**src/rtl/core/qwvs_ram.sv**
```systemverilog
// Generic simple dual-port RAM with one write port and one registered read port.
module qwvs_ram #(
	parameter int WIDTH = 32,
	parameter int DEPTH = 64
) (
	input logic clk,
	input logic we,
	input logic [$clog2(DEPTH)-1:0] waddr,
	input logic [WIDTH-1:0] wdata,
	input logic re,
	input logic [$clog2(DEPTH)-1:0] raddr,
	output logic [WIDTH-1:0] rdata
);
	logic [WIDTH-1:0] mem_q [DEPTH];

	always_ff @(posedge clk) begin
		if (we) begin
			mem_q[waddr] <= wdata;
		end
		if (re) begin
			rdata <= mem_q[raddr];
		end
	end
endmodule

```
**config.mk**
```make
export PLATFORM = sky130hd
export DESIGN_NAME = qwvs_ram
export DESIGN_NICKNAME = d
export VERILOG_FILES = /design/src/rtl/core/qwvs_ram.sv
export SDC_FILE = /design/constraint.sdc
export NUM_CORES = 2
export LEC_CHECK = 0
export BUFFER_PORTS_ARGS = -buffer_cell sky130_fd_sc_hd__buf_2
export CAP_MARGIN = 40
export CORE_AREA = 5 5 425 532
export DETAILED_ROUTE_END_ITERATION = 8
export DIE_AREA = 0 0 430 537
export PLACE_DENSITY = 0.57
export SLEW_MARGIN = 20
export SYNTH_ARGS = -nofsm -noshare
export SYNTH_HDL_FRONTEND = slang
export SYNTH_SLANG_ARGS = --single-unit
```
**constraint.sdc**
```tcl
create_clock -name clk -period 4 [get_ports clk]
set_input_delay 0.2 -clock clk [delete_from_list [all_inputs] [get_ports clk]]
set_output_delay 0.2 -clock clk [all_outputs]
set_load 0.005 [all_outputs]
```
==> flow_metrics.env <==
export IMPL_antenna_found_initial=22
export IMPL_status="completed"
export IMPL_setup_violations=0
export IMPL_synth_seq_area_share_pct=79.2
export IMPL_max_stage_delay_ps=700
export IMPL_fin_setup_tns_ps=0
export IMPL_core_area_sq_um=220000
export IMPL_grt_util_all_layers_pct=18.5
export IMPL_power_density_nw_per_um2=486
export IMPL_die_area_sq_um=231000
export IMPL_drive_gt1_share_pct=31.0
export IMPL_synth_ff_type="edfxtp_1"
export IMPL_hold_viol=0
export IMPL_detail_route_antenna_nets=0
export IMPL_worst_path_max_delay_cell="o22ai_1"
export IMPL_clkSinkCount=2080
export IMPL_root_buffer="clkbuf_16"
export IMPL_skew_ps=23.4
export IMPL_worstSetupPathType="in -> reg"
export IMPL_die_h_um=537
export IMPL_ir_worst_vdd_v=0.000460
export IMPL_syn_nets=3371
export IMPL_netlist_instances=3324
export IMPL_synth_ff_latch_count=2080
export IMPL_via_per_inst=5.49
export IMPL_fp_dieW_um=430
export IMPL_design_area_sq_um=91200
export IMPL_vias=37100
export IMPL_synthArstFlopShare_pct=0
export IMPL_drc=0
export IMPL_cp_num_buf_inv=2
export IMPL_fmax_mhz=382
export IMPL_finalCritPeriodShare_pct=65.5
export IMPL_synth_cell_types=33
export IMPL_grt_setup_unrepaired="false"
export IMPL_pin_count=79
export IMPL_place_area_sq_um=85000
export IMPL_gr_total_overflow=0
export IMPL_drt_initial_drc_count=3759
export IMPL_place_hpwl_mm=127
export IMPL_post_route_util_pct=41.4
export IMPL_synth_top_cell_area_share_pct=79.2
export IMPL_finalWirelength_mm=216
export IMPL_worstPathRequired_ps=4540
export IMPL_gp_congestion=0.760
export IMPL_syn_area_sq_um=78800
export IMPL_yosys_warnings=0
export IMPL_p_leak_nw=28.1
export IMPL_synth_most_common_cell="edfxtp_1"
export IMPL_critPathLaunchType="primary input"
export IMPL_synth_edf_count=2080
export IMPL_tightest_slew_ps=892
export IMPL_end_kind="register"
export IMPL_grt_max_degree=65
export IMPL_path_clk_slew_ps=70
export IMPL_drtPass1Iterations=5
export IMPL_crit_family="multiplexers"
export IMPL_syn_area_per_cell_sq_um=23.7
export IMPL_crit_fanout=48
export IMPL_grt_pass1_wl_mm=303
export IMPL_min_period_ps=2620
export IMPL_power_total_mw=44.3
export IMPL_cts_path_max_buffers=3
export IMPL_nNetsFinal=3712
export IMPL_area_growth_pct=15.6
export IMPL_yosysTopAreaCell="edfxtp_1"
export IMPL_slew_headroom_pct=40.5
export IMPL_cts_made_buffers=190
export IMPL_initial_core_util_pct=35.8
export IMPL_cts_tree="yes"
export IMPL_hp_class="in -> reg"
export IMPL_crit_top_cell="mux4_2"
export IMPL_h_tree_depth=4
export IMPL_postCtsSetupBuffers=0
export IMPL_synthTopCellsByCount="edfxtp_1, mux4_2, nor2_1"
export IMPL_cap_violations=0
export IMPL_slew_violations=0
export IMPL_port_buffers=78
export IMPL_crit_arrival_ps=3160
export IMPL_clkLatencyLatePin_ps=820
export IMPL_synth_area_leaders="edfxtp_1, mux4_2, mux2i_1"
export IMPL_grt_pass1_vias=38100
export IMPL_rows=193
export IMPL_crit_path_cell_trace="buf_8 -> buf_12 -> mux4_2 -> mux4_2 -> o22ai_1 -> nor2_1"
export IMPL_wl_per_cell_um=32.0
## power breakdown
group          leakage [nW]  total (mW)  internal (mW)  switching, mW
Sequential             18.7        24.3           24.2         0.0915
Combinational          6.48        2.32          0.904           1.42
Clock                  2.91        17.7           9.94           7.81
Total                  28.1        44.3           35.0           9.32
## what timing repair did
action / 4_1_cts / 5_1_grt
setup endpoints to repair: 0 / 0
hold endpoints to repair: 551 / 0
hold buffers: 20 / 0
resized for setup: 0 / 0
## logic make-up after synthesis
group | Yosys count | share of synthesized area [%]
multiplexers | 637 | 16.7
flip-flops | 2080 | 79.2
AND/OR/NAND/NOR | 223 | 1.26
buffers and inverters | 182 | 1.12
AO/OA/AOI/OAI | 202 | 1.67
## worst paths after layout
| kind | startpoint | endpoint | slack, ps | cells after the start |
|---|---|---|---|---|
| worst max-delay path | raddr[0] | rdata[1]$_DFFE_PP_ | 1380 | 6 |
| worst min-delay path | wdata[15] | mem_q[37][15]$_DFFE_PP_ | 20 | 2 |
| worst min register to register | mem_q[13][4]$_DFFE_PP_ | rdata[4]$_DFFE_PP_ | 870 | 4 |
| worst max register to register | mem_q[15][1]$_DFFE_PP_ | rdata[1]$_DFFE_PP_ | 1550 | 4 |
## stage by stage
stage | hold slack (ps) | setup WS [ps] | cells
floorplan | 299 | 640 | 3324
global placement | 587 | 384 | 6356
detailed placement | 600 | 514 | 6377
CTS | 8.81 | 1420 | 6732
global route | 48.3 | 1340 | 6744
finish | 23.3 | 1380 | 6747
## layout make-up
class	instances	area, sq um
Timing Repair Buffer	331	3080
Clock buffer	244	5110
Sequential cell	2080	62500
Fill cell	19100	129000
Multi-Input combinational cell	1062	16000
Antenna cell	14	35.0
Tap cell	2925	3660
Clock inverter	91	847
## flip-flops by register name, indices dropped and copies added, names as in the netlist
register  flops
mem_q      2048
rdata        32
## cells in the final DEF, fill, tap and decap left out, types with 5 or more instances in the layout
cell type	count
a21oi_1	62
a22oi_1	12
a311oi_1	5
buf_12	48
buf_2	73
buf_4	179
buf_8	5
bufinv_16	15
clkbuf_1	47
clkbuf_16	197
clkinv_1	34
clkinv_2	31
diode_2	14
dlygate4sd3_1	20
edfxtp_1	2080
mux2i_1	93
mux4_2	544
nand2_1	26
nand2b_1	7
nand3_1	5
nand3b_1	5
nor2_1	75
nor2_4	62
nor2b_1	15
nor3_1	5
o221ai_1	27
o22ai_1	84
## layer usage
layer | up-vias | track usage [%] | wire length, um
met3 | 327 | 2.55 | 12000
met1 | 20400 | 23.3 | 82300
met2 | 1341 | 32.8 | 114000
li1 | 15000 | - | -
met4 | 2 | 6.83 | 7990
met5 | - | 0 | 13
Note: power is estimated with default switching activity, not from simulation.
