===== config.mk =====
export PLATFORM = sky130hd
export DESIGN_NAME = qwvs_isqrt
export DESIGN_NICKNAME = d
export VERILOG_FILES = /design/src/rtl/core/qwvs_isqrt.sv
export SDC_FILE = /design/constraint.sdc
export NUM_CORES = 1
export LEC_CHECK = 0
export BUFFER_PORTS_ARGS = -buffer_cell sky130_fd_sc_hd__buf_2
export CAP_MARGIN = 30
export CORE_MARGIN = 4
export CORE_UTILIZATION = 45
export CTS_CLUSTER_DIAMETER = 50
export CTS_CLUSTER_SIZE = 28
export DETAILED_ROUTE_END_ITERATION = 16
export GPL_ROUTABILITY_DRIVEN = 0
export HOLD_SLACK_MARGIN = 0.02
export SETUP_SLACK_MARGIN = 0.5
export SLEW_MARGIN = 20
export SYNTH_ARGS = -nofsm -noshare
export SYNTH_HDL_FRONTEND = slang
export SYNTH_SLANG_ARGS = --single-unit

===== constraint.sdc =====
create_clock -name clk -period 2.47 [get_ports clk]
set_input_delay 0.3705 -clock clk [delete_from_list [all_inputs] [get_ports clk]]
set_output_delay 0.3705 -clock clk [all_outputs]
set_load 0.1 [all_outputs]

===== src/rtl/core/qwvs_isqrt.sv =====
// Iterative integer square root, two radicand bits per cycle.
module qwvs_isqrt (
	input logic clk,
	input logic arst_n,
	input logic start,
	input logic [30:0] radicand,
	output logic done,
	output logic [15:0] root
);
	logic [31:0] rad_q;
	logic [17:0] rem_q;
	logic [15:0] root_q;
	logic [3:0] cnt_q;
	logic busy_q;
	logic done_q;
	logic [19:0] rem_n;
	logic [19:0] trial;
	logic fits;

	assign rem_n = {rem_q, rad_q[31:30]};
	assign trial = {2'b00, root_q, 2'b01};
	assign fits = rem_n >= trial;

	always_ff @(posedge clk or negedge arst_n) begin
		if (!arst_n) begin
			busy_q <= 1'b0;
			done_q <= 1'b0;
			cnt_q <= '0;
		end else begin
			done_q <= 1'b0;
			if (start) begin
				busy_q <= 1'b1;
				cnt_q <= '0;
			end else if (busy_q) begin
				cnt_q <= cnt_q + 4'd1;
				if (cnt_q == 4'd15) begin
					busy_q <= 1'b0;
					done_q <= 1'b1;
				end
			end
		end
	end

	always_ff @(posedge clk) begin
		if (start) begin
			rad_q <= {1'b0, radicand};
			rem_q <= '0;
			root_q <= '0;
		end else if (busy_q) begin
			rad_q <= {rad_q[29:0], 2'b00};
			if (fits) begin
				rem_q <= 18'(rem_n - trial);
				root_q <= {root_q[14:0], 1'b1};
			end else begin
				rem_q <= rem_n[17:0];
				root_q <= {root_q[14:0], 1'b0};
			end
		end
	end

	assign done = done_q;
	assign root = root_q;
endmodule


==> flow_metrics.py <==
metrics = {
    "status": {
        "status": "finished clean",
    },
    "detailed_routing": {
        "routedWlPerCell_microns": 16.11,
        "drtIter0Drc": 176,
        "first_pass_iters": 4,
        "finalWirelength_mm": 9.522,
        "vias": 3164,
        "drc": 0,
        "antenna_left": 0,
        "vias_per_cell": 5.354,
    },
    "timing": {
        "tightest_slew_ns": 0.6106,
        "setup_viol": 0,
        "fmax_ghz": 0.4396,
        "timing.final.crit_share_pct": 92.10,
        "max_slew_margin_pct": 59.14,
        "setup_tns_ns": 0,
        "slew_violations": 0,
        "skew_ns": 0.008465,
        "rsz0062_at_grt": "true",
        "period_needed_ns": 2.275,
        "finalHoldViolCount": 0,
    },
    "yosys": {
        "yosys.area.top_type": "edfxtp_1",
        "yosys_warnings": 0,
        "synth_edf_count": 31,
        "synth.distinct_cells": 52,
        "synth_seq_area_share_pct": 44.36,
        "syn_avg_cell_area_sq_um": 10.32,
        "synthCells": 389,
        "yosys.area.top_type_share_pct": 23.18,
        "synthMostInstantiatedCell": "nor2_1",
        "synth-main-ff-cell": "dfxtp_1",
        "synth_common_cells": "41 x nor2_1, 35 x dfxtp_1, 31 x edfxtp_1, 31 x mux2i_1, 31 x nand2_1",
        "synth_area_leaders": "edfxtp_1 23%, dfxtp_1 17%, mux2_2 8.1%",
        "syn_area_sq_mm": 0.004016,
        "ys_ff_latch": 72,
        "synthArstFlopShare_pct": 8.333,
        "syn-num-nets": 442,
    },
    "critical_path": {
        "slowest_stage": "edfxtp_1",
        "crit_fanout": 7,
        "cp-end-kind": "flop",
        "critPathTopFamily": "simple AND/OR/NAND/NOR gates",
        "worstSetupPathType": "flop to flop",
        "crit_required_ns": 2.77,
        "critical_path.max_stage_delay_ns": 0.39,
        "arrival_ns": 2.57,
        "cp.buffers_inverters": 4,
        "path_cells": "buf_4 > ha_1 > nand3_1 > nor4_2 > nor3b_2 > a31oi_4 > buf_6 > buf_12 > buf_16 > or3_1 > nand3_1",
        "crit_top_cell": "nand3_1",
        "critical_path.startpoint_type": "flop",
        "r2r_setup_slack_ns": 0.20,
    },
    "clock_tree": {
        "cts_tree": "done",
        "cts-root-buf": "clkbuf_8",
        "clk_pin_slew_ns": 0.08,
        "clock-sinks": 72,
        "htree_levels": 3,
        "clock_latency_ns": 0.36,
        "numCtsBuffers": 9,
        "cts.path.max_buffers": 2,
    },
    "global_routing": {
        "grt_pass1_vias": 3221,
        "grt_max_degree": 32,
        "grt_pass1_wl_mm": 15.72,
        "grt_use_total_pct": 19.15,
        "grt.overflow.total": 0,
        "antenna_found_initial": 0,
    },
    "cells_and_area": {
        "finalInstanceArea_sq_mm": 0.005321,
        "drive_gt1_share_pct": 43.69,
        "regArea_sq_mm": 0.001843,
        "nets": 531,
        "syn2layout_area_growth_pct": 32.49,
        "finalNonFillerCells": 591,
        "multi_input_area_sq_mm": 0.002385,
        "antenna_cells": 0,
        "fillers": 714,
    },
    "placed_design": {
        "placed_cells": 544,
        "hpwl_mm": 6.217,
        "place_area_sq_mm": 0.004584,
        "port_buffers": 50,
    },
    "floorplan": {
        "die_x_microns": 102.5,
        "die_h_microns": 102.5,
        "start_util_pct": 46.05,
        "ios": 51,
        "fp-row-count": 34,
        "die_area_sq_mm": 0.01050,
        "core-area_sq_mm": 0.008721,
    },
    "power_and_ir_drop": {
        "power.total_uw": 6460,
        "powerDensity_mw_per_mm2": 1214,
        "vdd_drop_max_mv": 0.6213,
        "p_leak_uw": 0.002298,
    },
    "flow_run": {
        "drv_cap": 0,
    },
    "min_path": {
        "min_path_type": "input pin to flop",
    },
}
-- power by group --
part / leakage (uW) / internal, uW / switching, uW
Clock: 0.0000824 / 368 / 483
Sequential: 0.000708 / 1440 / 157
Combinational: 0.00151 / 2110 / 1900
-- flip-flops by register name, summed over array words and instances, names as in the netlist --
| signal | flops |
|---|---|
| busy_q | 1 |
| rem_q | 18 |
| done | 1 |
| rad_q | 32 |
| root | 16 |
| cnt_q | 4 |
-- routing by layer --
layer / GRT usage, % / wire [microns] / part of all wire, %
met1: 26.42 / 4534 / 48
met2: 30.19 / 4516 / 47
met3: 4.369 / 359 / 3.8
met4: 5.449 / 111 / 1.2
met5: 0 / 0 / 0
-- metrics by stage --
stage | worst slack [ns] | hold slack, ns | util (%)
global placement | 0.1557 | 0.1964 | 52.57
global route | 0.1328 | 0.2988 | 61.02
CTS | 0.2606 | 0.2764 | 59.77
finish | 0.1951 | 0.2928 | 61.02
floorplan | 0.07485 | 0.07491 | -
detailed placement | 0.1486 | 0.2004 | 52.57
-- path summary, 6_finish.rpt --
| path | from | endpoint | cells after the start |
|---|---|---|---|
| min in group asynchronous | arst_n | done | 2 |
| setup reg to reg | rad_q[30] | rem_q[11] | 11 |
| hold reg to reg | rem_q[9] | rem_q[9] | 2 |
| hold / removal | radicand[1] | rad_q[1] | 2 |
| max in group asynchronous | arst_n | busy_q | 2 |
| setup / recovery | rad_q[30] | rem_q[11] | 11 |
-- kinds of logic after synthesis --
logic type	Yosys count	synth area share [%]
muxes	60	15.86
buffers and inverters	44	4.610
xor gates and xnor gates	16	3.489
and+or+nand+nor	107	12.65
AOI/OAI and AO/OA	71	13.12
adders and majority gates	19	5.919
DFF	72	44.36
-- cell type report --
class / instances / area share [%]
clock buffer: 10 / 2.398
multi-input combinational: 273 / 44.82
clock inverter: 6 / 0.8700
inverter: 25 / 1.763
tap: 108 / 2.539
sequential: 72 / 34.63
timing repair buffer: 97 / 12.98
-- repair_timing --
action                                  in CTS  in global routing
buffers inserted                            20                  8
hold buffers                                 1                  0
cloned                                       2                  0
endpoints found under the setup margin      19                 19
resized for setup                           45                 11
pin swaps                                   18                 15
hold endpoints to repair                     6                  0
-- placed cells by master, fill, tap and decap left out, types with 5 or more instances in the layout --
master and n:
dfxtp_2 6, dfrtp_1 5, o21ai_1 6, mux2_2 29, dfxtp_1 15, mux2i_1 30, and2_1 5, nand2_1 31
inv_2 6, dfxtp_4 14, nor2_1 39, buf_4 39, xor2_1 10, clkbuf_8 9, ha_4 14, edfxtp_1 31
xnor2_1 6, o21ai_0 7, buf_2 50, inv_1 19, a21oi_1 9
Note: power is estimated with default switching activity, not from simulation.
